==> src/rtl/selective_repeat_ack_tracker_core_assert.svh <==
// assertion macros used by the ack tracker rtl
`ifndef SELECTIVE_REPEAT_ACK_TRACKER_CORE_ASSERT_SVH
`define SELECTIVE_REPEAT_ACK_TRACKER_CORE_ASSERT_SVH

// same-cycle implication, checked on every rising edge outside reset
`define SRAT_ASSERT_NOW(label, clk, rst_n, ante, cons) \
	label: assert property (@(posedge clk) disable iff (!rst_n) (ante) |-> (cons)) \
		else $error("srat assertion failed");

// next-cycle implication, checked on every rising edge outside reset
`define SRAT_ASSERT_NEXT(label, clk, rst_n, ante, cons) \
	label: assert property (@(posedge clk) disable iff (!rst_n) (ante) |=> (cons)) \
		else $error("srat assertion failed");

`endif

==> src/rtl/srat_pkg.sv <==
// shared types, codes and constants of the ack tracker
package srat_pkg;

	localparam int WINDOW_SLOTS = 5;
	localparam int SLOT_W = (WINDOW_SLOTS > 1) ? $clog2(WINDOW_SLOTS) : 1;
	localparam logic [7:0] MSG_TYPE_ACK = 8'd2;

	typedef enum logic [2:0] {
		ST_INVALID  = 3'd0,
		ST_ADVANCED = 3'd1,
		ST_BUFFERED = 3'd2,
		ST_OUTSIDE  = 3'd3,
		ST_FULL     = 3'd4
	} status_t;

	typedef struct packed {
		logic [31:0] msg_checksum;
		logic [7:0]  msg_type;
		logic [30:0] ack_index;
	} in_item_t;

	typedef struct packed {
		status_t            status;
		logic signed [31:0] last_acked;
		logic               done_res;
	} out_item_t;

	// result flags of the shared subtract-compare unit
	typedef struct packed {
		logic eq_zero;
		logic eq_one;
		logic neg;
		logic in_win;
	} cmp_flags_t;

endpackage

==> src/rtl/selective_repeat_ack_tracker_core.sv <==
// top level of the selective repeat ack tracker: sequencer, slot buffer, result register
// flow from accept to result valid: check, then response for invalid or outside window;
// in-order acks drain the chained slots, in-window acks scan for a copy or a free slot
// scans visit one slot per cycle via the shared compare unit; idle takes the next request
// in the cycle after the result loads, so a new request waits until the last one is done
// arst_n clears the sequencer, the slot used bits, cumulative ack (-1) and total_packets (1)
module selective_repeat_ack_tracker_core
	import srat_pkg::*;
(
	input  logic        clk,
	input  logic        arst_n,
	input  logic        in_valid,
	output logic        in_ready,
	input  in_item_t    in_data,
	output logic        out_valid,
	input  logic        out_ready,
	output out_item_t   out_data,
	input  logic        cfg_we,
	input  logic [30:0] cfg_wdata
);

`include "selective_repeat_ack_tracker_core_assert.svh"

	// sequencer states, one-hot
	typedef enum logic [4:0] {
		S_IDLE  = 5'b00001,
		S_CHECK = 5'b00010,
		S_DRAIN = 5'b00100,
		S_SCAN  = 5'b01000,
		S_RESP  = 5'b10000
	} state_t;

	state_t state_q;

	// request held while it is worked on
	in_item_t req_q;

	// cumulative ack, -1 before any
	logic signed [31:0] cum_q;
	// total_packets - 1, kept ready for the done compare
	logic signed [32:0] tot_m1_q;

	// out-of-order slot buffer
	logic [30:0]             slot_idx_q [WINDOW_SLOTS];
	logic [WINDOW_SLOTS-1:0] used_q;

	// scan pointer and counters
	logic [SLOT_W-1:0] ptr_q;
	logic [SLOT_W-1:0] miss_q;
	logic              free_found_q;
	logic [SLOT_W-1:0] free_ptr_q;

	status_t status_q;

	// result register
	logic      out_valid_q;
	out_item_t out_q;

	// shared compare unit hookup
	logic signed [32:0] opa;
	logic signed [32:0] opb;
	cmp_flags_t         flags;

	logic [10:0] byte_sum;
	logic        msg_ok;
	logic        ptr_last;
	logic        cur_used;
	logic        accept;

	assign in_ready  = (state_q == S_IDLE);
	assign accept    = in_valid && in_ready;
	assign out_valid = out_valid_q;
	assign out_data  = out_q;

	// checksum is the plain byte sum of the type and the four big-endian index bytes
	assign byte_sum = 11'(req_q.msg_type)
		+ 11'({1'b0, req_q.ack_index[30:24]})
		+ 11'(req_q.ack_index[23:16])
		+ 11'(req_q.ack_index[15:8])
		+ 11'(req_q.ack_index[7:0]);
	assign msg_ok = (req_q.msg_type == MSG_TYPE_ACK)
		&& (req_q.msg_checksum == {21'd0, byte_sum});

	assign ptr_last = (ptr_q == SLOT_W'(WINDOW_SLOTS - 1));
	assign cur_used = used_q[ptr_q];

	// operand select per sequencer step
	always_comb begin
		unique case (state_q)
			S_CHECK: begin
				// index relative to cumulative ack
				opa = $signed({2'b00, req_q.ack_index});
				opb = 33'(cum_q);
			end
			S_DRAIN: begin
				// slot holding the next expected index
				opa = $signed({2'b00, slot_idx_q[ptr_q]});
				opb = 33'(cum_q);
			end
			S_SCAN: begin
				// duplicate search
				opa = $signed({2'b00, slot_idx_q[ptr_q]});
				opb = $signed({2'b00, req_q.ack_index});
			end
			default: begin
				// done flag: cum - (total - 1) >= 0
				opa = 33'(cum_q);
				opb = tot_m1_q;
			end
		endcase
	end

	srat_cmp_unit u_cmp (
		.opa   (opa),
		.opb   (opb),
		.flags (flags)
	);

	// configuration register
	always_ff @(posedge clk or negedge arst_n) begin
		if (!arst_n) begin
			tot_m1_q <= 33'sd0;
		end else if (cfg_we) begin
			tot_m1_q <= $signed({2'b00, cfg_wdata}) - 33'sd1;
		end
	end

	// request capture
	always_ff @(posedge clk) begin
		if (accept) begin
			req_q <= in_data;
		end
	end

	// slot contents, written only when an index gets buffered
	always_ff @(posedge clk) begin
		if (state_q == S_SCAN && ptr_last && !(cur_used && flags.eq_zero)) begin
			if (free_found_q) begin
				slot_idx_q[free_ptr_q] <= req_q.ack_index;
			end else if (!cur_used) begin
				slot_idx_q[ptr_q] <= req_q.ack_index;
			end
		end
	end

	// sequencer
	always_ff @(posedge clk or negedge arst_n) begin
		if (!arst_n) begin
			state_q      <= S_IDLE;
			cum_q        <= '1;
			used_q       <= '0;
			ptr_q        <= '0;
			miss_q       <= '0;
			free_found_q <= 1'b0;
			free_ptr_q   <= '0;
			status_q     <= ST_INVALID;
			out_valid_q  <= 1'b0;
		end else begin
			// the response step sets valid itself
			if (out_valid_q && out_ready && state_q != S_RESP) begin
				out_valid_q <= 1'b0;
			end
			unique case (state_q)
				S_IDLE: begin
					if (accept) begin
						state_q <= S_CHECK;
					end
				end
				S_CHECK: begin
					ptr_q        <= '0;
					miss_q       <= '0;
					free_found_q <= 1'b0;
					if (!msg_ok) begin
						status_q <= ST_INVALID;
						state_q  <= S_RESP;
					end else if (flags.eq_one) begin
						// in-order ack moves the cumulative index, then chase the chain
						cum_q    <= $signed({1'b0, req_q.ack_index});
						status_q <= ST_ADVANCED;
						state_q  <= S_DRAIN;
					end else if (flags.in_win) begin
						state_q <= S_SCAN;
					end else begin
						status_q <= ST_OUTSIDE;
						state_q  <= S_RESP;
					end
				end
				S_DRAIN: begin
					ptr_q <= ptr_last ? '0 : ptr_q + 1'b1;
					if (cur_used && flags.eq_one) begin
						cum_q         <= $signed({1'b0, slot_idx_q[ptr_q]});
						used_q[ptr_q] <= 1'b0;
						miss_q        <= '0;
					end else if (miss_q == SLOT_W'(WINDOW_SLOTS - 1)) begin
						// a full lap with no match ends the chain
						state_q <= S_RESP;
					end else begin
						miss_q <= miss_q + 1'b1;
					end
				end
				S_SCAN: begin
					ptr_q <= ptr_q + 1'b1;
					if (!cur_used && !free_found_q) begin
						free_found_q <= 1'b1;
						free_ptr_q   <= ptr_q;
					end
					if (cur_used && flags.eq_zero) begin
						// already held, keep the single copy
						status_q <= ST_BUFFERED;
						state_q  <= S_RESP;
					end else if (ptr_last) begin
						state_q <= S_RESP;
						if (free_found_q) begin
							used_q[free_ptr_q] <= 1'b1;
							status_q           <= ST_BUFFERED;
						end else if (!cur_used) begin
							used_q[ptr_q] <= 1'b1;
							status_q      <= ST_BUFFERED;
						end else begin
							status_q <= ST_FULL;
						end
					end
				end
				S_RESP: begin
					// wait for the result register to drain
					if (!out_valid_q || out_ready) begin
						out_valid_q <= 1'b1;
						state_q     <= S_IDLE;
					end
				end
				default: begin
					state_q <= S_IDLE;
				end
			endcase
		end
	end

	// result payload
	always_ff @(posedge clk) begin
		if (state_q == S_RESP && (!out_valid_q || out_ready)) begin
			out_q.status     <= status_q;
			out_q.last_acked <= cum_q;
			out_q.done_res   <= !flags.neg;
		end
	end

	// an accepted request always starts with the classify step
	`SRAT_ASSERT_NEXT(a_accept_check, clk, arst_n, accept, state_q == S_CHECK)
	// a rejected message leaves the cumulative ack alone
	`SRAT_ASSERT_NEXT(a_invalid_keeps_cum, clk, arst_n, state_q == S_CHECK && !msg_ok,
		$stable(cum_q))
	// draining moves the cumulative ack by at most one per cycle
	`SRAT_ASSERT_NEXT(a_drain_step, clk, arst_n, state_q == S_DRAIN,
		cum_q == $past(cum_q) || cum_q == $past(cum_q) + 32'sd1)
	// the store scan never frees a slot
	`SRAT_ASSERT_NEXT(a_scan_no_free, clk, arst_n, state_q == S_SCAN,
		$countones(used_q) >= $past($countones(used_q)))

endmodule

==> src/rtl/srat_cmp_unit.sv <==
// shared subtract and compare unit: a - b with window flags
module srat_cmp_unit
	import srat_pkg::*;
(
	input  logic signed [32:0] opa,
	input  logic signed [32:0] opb,
	output cmp_flags_t         flags
);

	logic signed [32:0] diff;

	assign diff = opa - opb;

	always_comb begin
		flags.eq_zero = (diff == 33'sd0);
		flags.eq_one  = (diff == 33'sd1);
		flags.neg     = diff[32];
		// strictly beyond the next index and no farther than the window end
		flags.in_win  = (diff > 33'sd1) && (diff <= 33'(WINDOW_SLOTS));
	end

endmodule
==> config.mk <==
export PLATFORM = sky130hd
export DESIGN_NAME = selective_repeat_ack_tracker_core
export DESIGN_NICKNAME = d
export VERILOG_FILES = /design/src/rtl/srat_pkg.sv /design/src/rtl/selective_repeat_ack_tracker_core.sv /design/src/rtl/srat_cmp_unit.sv
export VERILOG_INCLUDE_DIRS = /design/src /design/src/rtl
export SDC_FILE = /design/constraint.sdc
export NUM_CORES = 1
export LEC_CHECK = 0
export BUFFER_PORTS_ARGS = -buffer_cell sky130_fd_sc_hd__buf_2
export CORE_MARGIN = 5
export CORE_UTILIZATION = 30
export CTS_CLUSTER_DIAMETER = 60
export CTS_CLUSTER_SIZE = 25
export DETAILED_ROUTE_END_ITERATION = 8
export REMOVE_ABC_BUFFERS = 1
export SETUP_SLACK_MARGIN = 0.4
export SLEW_MARGIN = 15
export SYNTH_ARGS = -nofsm -noshare
export SYNTH_HDL_FRONTEND = slang
export SYNTH_SLANG_ARGS = --single-unit
export TNS_END_PERCENT = 30
==> constraint.sdc <==
create_clock -name clk -period 6.94 [get_ports clk]
set_input_delay 1.041 -clock clk [delete_from_list [all_inputs] [get_ports clk]]
set_output_delay 1.041 -clock clk [all_outputs]
set_load 0.03 [all_outputs]
### After elaboration in Yosys (flattened, before gate mapping)

Memories as Yosys holds them, arrays and structs flattened.
Cells that the tools add are included.
Widths: inputs -> output; s select.

| word-level totals | value |
|---|---|
| flip-flop bits (word level) | 196 |
| memory bits (writable) | 155 |
| input bits | 107 |
| output and inout bits | 38 |
| logic and storage cells | 150 |
| memories kept | 1 |

| operators by class | value |
|---|---|
| $add $sub $neg | 8 |
| order comparisons | 6 |
| equality and inequality tests | 25 |
| muxes and demuxes | 56 |
| bitwise operators | 4 |
| reduce and logical (&&, ||, !) cells | 34 |

Memories:

| memory | depth | width | rd ports | clocked after Yosys merged registers in | wr ports | line | source |
|---|---|---|---|---|---|---|---|
| slot_idx_q | 5 | 31 | 1 | 0 | 1 | selective_repeat_ack_tracker_core.sv:44 | `logic [30:0] slot_idx_q [WINDOW_SLOTS];` |

Operators with widths:

| kind | count |
|---|---|
| $pmux 33 s2 | 2 |
| $mux 32 | 3 |
| $mux 5 | 14 |
| $pmux 32 s2 | 1 |
| $eq 33x2->1 const B | 1 |
| $gt 33x2->1 const B | 1 |
| $le 33x4->1 const B | 1 |
| $logic_not 33->1 | 1 |
| $mux 3 | 11 |
| $sub 33x33->33 | 1 |
| $eq 32x11->1 | 1 |
| $sub 31x1->32 const B | 1 |
| $mux 31 | 1 |
| $reduce_or 31->1 | 1 |
| $pmux 5 s5 | 1 |
| $ne 2x2->1 const B | 8 |
| $mux 1 | 15 |
| $logic_and 1x1->1 | 13 |
| $pmux 3 s2 | 2 |
| $add 10x8->11 | 1 |
| $add 11x8->11 | 1 |
| $add 9x8->10 | 1 |
| $or 5x5->5 | 2 |
| $pmux 5 s2 | 1 |
| other kinds (31) | 48 |

### Logic depth before layout (Yosys ltp)

| logic depth | value |
|---|---|
| depth after elaboration | 12 |
| mapped depth | 26 |
| gate-level depth less buffers | 20 |

### Cells and area by module

From an unflattened synthesis, not the netlist that was laid out.

| unflattened totals | value |
|---|---|
| cell total of the unflattened synthesis | 1554 |
| area, all modules | 17894.7 µm² |

Modules (own cells, without submodules):

| module | instances | cells each | area an instance (µm²) | sequential area each (µm²) |
|---|---|---|---|---|
| selective_repeat_ack_tracker_core | 1 | 1196 | 15544.9 | 10110.9 |
| srat_cmp_unit | 1 | 358 | 2349.8 | 0.0 |

### Worst setup path after synthesis

OpenSTA, ideal clock, no wires.

| path | value |
|---|---|
| kind | flip-flop to flip-flop |
| from | register state_q[0] |
| to | memory slot_idx_q[4][0], enable pin |
| library setup time | 0.470 ns |
| data arrival time | 6.555 ns |
| data required time | 6.470 ns |
| slack | -0.084 ns |
| cell stages (with the launch flop) | 24 |
| buffers on the path | 4 |
| period minus slack after synthesis | 7.024 ns |
| cells stage by stage | dfstp_2 nor2_1 and3_1 clkbuf_1 or2_2 clkbuf_1 nor2_1 clkbuf_1 buf_1 nand2_1 nand2_1 ha_1 inv_1 fa_1 a211oi_2 o21ai_1 a22oi_2 nand2_1 a31oi_1 a211oi_1 and4_1 nand4_1 a32o_1 a21boi_0 |

| between the ends | value |
|---|---|
| cells in the longest elaborated chain, start to end | 12 |
| elaborated cells between the ends (all ways) | 20 |
| those cells by class | 1 x add/sub; 3 x eq/ne; 8 x mux; 8 x reduce/logical |

RTL lines:

| item | line | source |
|---|---|---|
| from (decl) | selective_repeat_ack_tracker_core.sv:33 | `state_t state_q;` |
| from (signal assigned) | selective_repeat_ack_tracker_core.sv:149 | `state_q <= S_IDLE;` |
| from (signal assigned) | selective_repeat_ack_tracker_core.sv:166 | `state_q <= S_CHECK;` |
| from (signal assigned) | selective_repeat_ack_tracker_core.sv:175 | `state_q <= S_RESP;` |
| $eq 5x4->1, or another cell as far along | selective_repeat_ack_tracker_core.sv:89, selective_repeat_ack_tracker_core.sv:137 |  |
| $reduce_or 2->1 (no source line) | -- |  |
| $pmux 33 s2 | selective_repeat_ack_tracker_core.sv:89 | `unique case (state_q)` |
| $sub 33x33->33 | srat_cmp_unit.sv:12 | `assign diff = opa - opb;` |
| $logic_not 33->1 | srat_cmp_unit.sv:15 | `flags.eq_zero = (diff == 33'sd0);` |
| $logic_and 1x1->1 | selective_repeat_ack_tracker_core.sv:137 | `if (state_q == S_SCAN && ptr_last && !(cur_used && flags.eq_zero)) begin` |
| $logic_not 1->1 | selective_repeat_ack_tracker_core.sv:137 |  |
| $logic_and 1x1->1 * | selective_repeat_ack_tracker_core.sv:137 |  |
| $mux 1 | selective_repeat_ack_tracker_core.sv:137 |  |
| $mux 1 (implied by the code) | selective_repeat_ack_tracker_core.sv:141 | `slot_idx_q[ptr_q] <= req_q.ack_index;` |
| $reduce_or 31->1 (no source line) | -- |  |
| $mux 3 (no source line) / $mux 1 (equally long branches) | -- |  |
| to (decl) | selective_repeat_ack_tracker_core.sv:44 |  |

Mark *: on every way between the ends. The rest lies on a longest branch, timed or not.

### Worst setup path in the final report

| path | value |
|---|---|
| from | register state_q[2] |
| to | memory slot_idx_q[2][7], enable pin |

The elaborated chain is that of the path after synthesis.

==> metrics.md <==
| Metric | Value |
|---|---|
| Period utilization | `88.6%` |
| I/O Pins | `between 100 and 150` |
| Antenna violations before repair | `1` |
| Core area | `~59000 µm²` |
| Fin. max-slew vios | `0` |
| Max-slew headroom | `between 30 and 40%` |
| Most frequent cells in the layout | `edfxtp_1 (262), a21oi_1 (150), nand2_1 (149), buf_2 (143), nor2_1 (110)` |
| Hold bufs inserted after CTS | `0` |
| Flop2flop setup slack | `between 700 and 800 ps` |
| MaxCap Viol Count | `0` |
| DRT antenna net count | `0` |
| Seq/Total Area, Yosys | `56.2%` |
| Vias in the first global route | `roughly 13000` |
| Filler instances | `a little under 6000` |
| Final GP Congestion | `about 0.95` |
| Wirelength, routed | `~53000 µm` |
| Die area | `64900 µm²` |
| Unique masters post-synth | `between 80 and 90` |
| Setup_tns | `0 ps` |
| H-Tree Depth | `1` |
| Initial Utilization | `slightly above 30%` |
| Hold/Removal Path Class | `in2async` |
| Worst-path cell chain | `or3_1 -> nor3b_2 -> or2_2 -> nor2_4 -> buf_4 -> a22o_1 -> a21oi_1 -> ha_1 -> inv_1 -> fa_1 -> a211oi_2 -> o21ai_1 -> a22oi_2 -> a21oi_1 -> or3_1 -> a221oi_1 -> and4_1 -> nand4_1 -> a32o_1 -> nand3b_1 -> nor2_2 -> buf_4` |
| Final setup fails | `0` |
| Clock transition at path regs | `90 ps` |
| Peak supply drop | `around 310 µV` |
| Die height | `about 250 µm` |
| Worst Path Buf+Inv | `3` |
| Share of flip-flops with an asynchronous set or reset | `between 20% and 30%` |
| GRT Overall Usage | `between 10% and 20%` |
| Clk buf depth | `3` |
| Vias per inst | `about 5.3` |
| Yosys warning total | `0` |
| Type of the worst setup path | `reg2reg` |
| Pleak | `between 7 and 8 nW` |
| Layout cells sized above 1 | `between 20% and 30%` |
| Final setup margin | `between 700 and 800 ps` |
| Critical Path Max Stage Delay | `440 ps` |
| Iter 0 DRT Violations | `about 1100` |
| Setup bufs post-CTS | `0` |
| Final nets | `about 1800` |
| Total CTS buffers | `27` |
| Final hold violation count | `0` |
| Worst slew pin tran | `945 ps` |
| CTS tree | `yes` |
| Unrepaired setup endpoints after global routing | `no` |
| P per Cell Area | `roughly 320 nW/µm²` |
| Data required time of the worst path | `7250 ps` |
| Worst EP arrival | `approximately 6500 ps` |
| Avg Cell Area, Syn | `about 12 µm²` |
| Post-synthesis instance total | `~1500` |
| CP endpoint kind | `register` |
| Area Growth Syn to Fin | `14.6%` |
| CP max stage cell | `fa_1` |
| Skew-Pair Late Insertion Delay | `about 600 ps` |
| Post-route minimum period | `slightly above 6000 ps` |
| Post-cts resize count | `0` |
| Worst-path fanout max | `48` |
| Outcome | `complete, no violations` |
| Port Buffers | `144` |
| Top FF cell, synth | `edfxtp_1` |
| Pre-Repair DR Iteration Count | `5` |
| Sink Count | `350` |
| Cell family contributing the most delay on the critical path | `simple AND/OR/NAND/NOR gates` |
| F_max | `0.163 GHz` |
| Setup Skew | `37.4 ps` |
| GR Overflow Total | `0` |
| Setup crit start kind | `register` |
| Most common cell after layout, fill and taps aside | `edfxtp_1` |
| Root buffer cell | `clkbuf_16` |
| DR DRC count | `0` |
| Die Width | `around 250 µm` |
| Yosys reg bits | `350` |
| Synthesized area | `18000 µm²` |
| Vias | `approximately 13000` |
| Post-synth EDFFs | `roughly 260` |
| Post-Place Setup Slack | `around 920 ps` |
| Post-DP HPWL | `between 30000 and 40000 µm` |
| Std cell rows | `89` |
| WL per Instance | `about 21 µm` |
| First-pass GRT wire length | `just under 80000 µm` |
| Pin count of the biggest net entering global routing | `70` |
-- power by group --
part           internal, mW  switching, mW  total, mW
combinational         0.891           1.33       2.22
clock                 0.814          0.886       1.70
sequential             2.47          0.202       2.67
total                  4.17           2.41       6.59
-- cells in the mapped netlist, types with 11 or more instances --
cell,instances,area [µm²]
nand3_1,14,70.1
a22o_1,34,298
mux2i_1,32,320
a22oi_1,34,255
nor2_1,114,428
clkbuf_1,51,191
dfrtp_1,55,1380
o22ai_1,53,332
xor2_1,19,166
fa_1,23,460
or3_1,12,75.1
dfstp_2,33,867
nor4_1,28,175
edfxtp_1,262,7870
a21oi_1,150,751
o21ai_0,39,195
o21ai_2,29,254
and2_1,11,68.8
nor3_1,27,135
ha_1,49,613
inv_1,23,86.3
nand2_1,149,559
buf_6,11,124
nand4_1,21,131
mux2_2,31,349
xnor2_1,39,342
-- worst register-to-register path, stage by stage (launching register included) --
cell and delay, ps:
dfrtp_1 420, or3_1 420, nor3b_2 210, or2_2 180, nor2_4 30, buf_4 280, a22o_1 290, a21oi_1 160
ha_1 200, inv_1 60, fa_1 440, a211oi_2 320, o21ai_1 200, a22oi_2 320, a21oi_1 130, or3_1 330
a221oi_1 330, and4_1 350, nand4_1 180, a32o_1 300, nand3b_1 270, nor2_2 170, buf_4 270
-- per-stage QoR --
step	hold WS, ps	total power [mW]	utilization [%]	cell area (µm²)	cells
after floorplan	418	4.27	-	17600	1455
after global placement	430	4.86	33.1	19600	2403
after detailed placement	441	4.91	33.1	19600	2403
after CTS	383	6.63	34.7	20600	2453
after global routing	416	6.99	34.8	20600	2455
final	394	6.59	34.8	20600	2456
-- sequential cells by signal (all words and copies together), names as in the netlist, 5 cells and up --
name,cells
req_q,71
used_q,5
out_data,36
slot_idx_q,155
cum_q,32
tot_m1_q,32
state_q,5
-- per-layer routing --
layer	part of all wire [%]	track usage, %
met5	0	0
met2	46	24.9
met3	5.6	1.96
met4	3.2	4.97
met1	45	22.7
-- cell type report --
type                    count  area (µm²)  area share (%)
flip-flops and latches    350       10100            49.1
multi-input cells        1081        7460            36.2
repair buffers            176         988            4.80
well taps                 773         967            4.69
clock buffers              31         711            3.45
clock inverters            19         273            1.32
inverters                  24        90.1           0.437
diodes                      2        5.00          0.0243
-- logic make-up after synthesis --
family / share of synthesized area (%)
AO/OA/AOI/OAI: 16.9
adder cells (fa/ha/maj): 5.97
multiplexers: 3.91
flip-flops: 56.2
buffers and inverters: 2.53
XOR/XNOR: 2.82
AND/OR/NAND/NOR: 11.6
-- path summary, 6_finish.rpt --
path,start,endpoint,depth (start not counted)
max,state_q[2]$_DFFE_PN0P_,slot_idx_q[2][7]$_DFFE_PP_,22
min,arst_n,tot_m1_q[25]$_DFFE_PN0P_,1
max reg2reg,state_q[2]$_DFFE_PN0P_,slot_idx_q[2][7]$_DFFE_PP_,22
min reg2reg,status_q[0]$_DFFE_PN0P_,out_data[33]$_DFFE_PP_,0
max in group asynchronous,arst_n,tot_m1_q[3]$_DFFE_PN0P_,2
min in group clk,status_q[0]$_DFFE_PN0P_,out_data[33]$_DFFE_PP_,0
(Power assumes the default switching activity.)
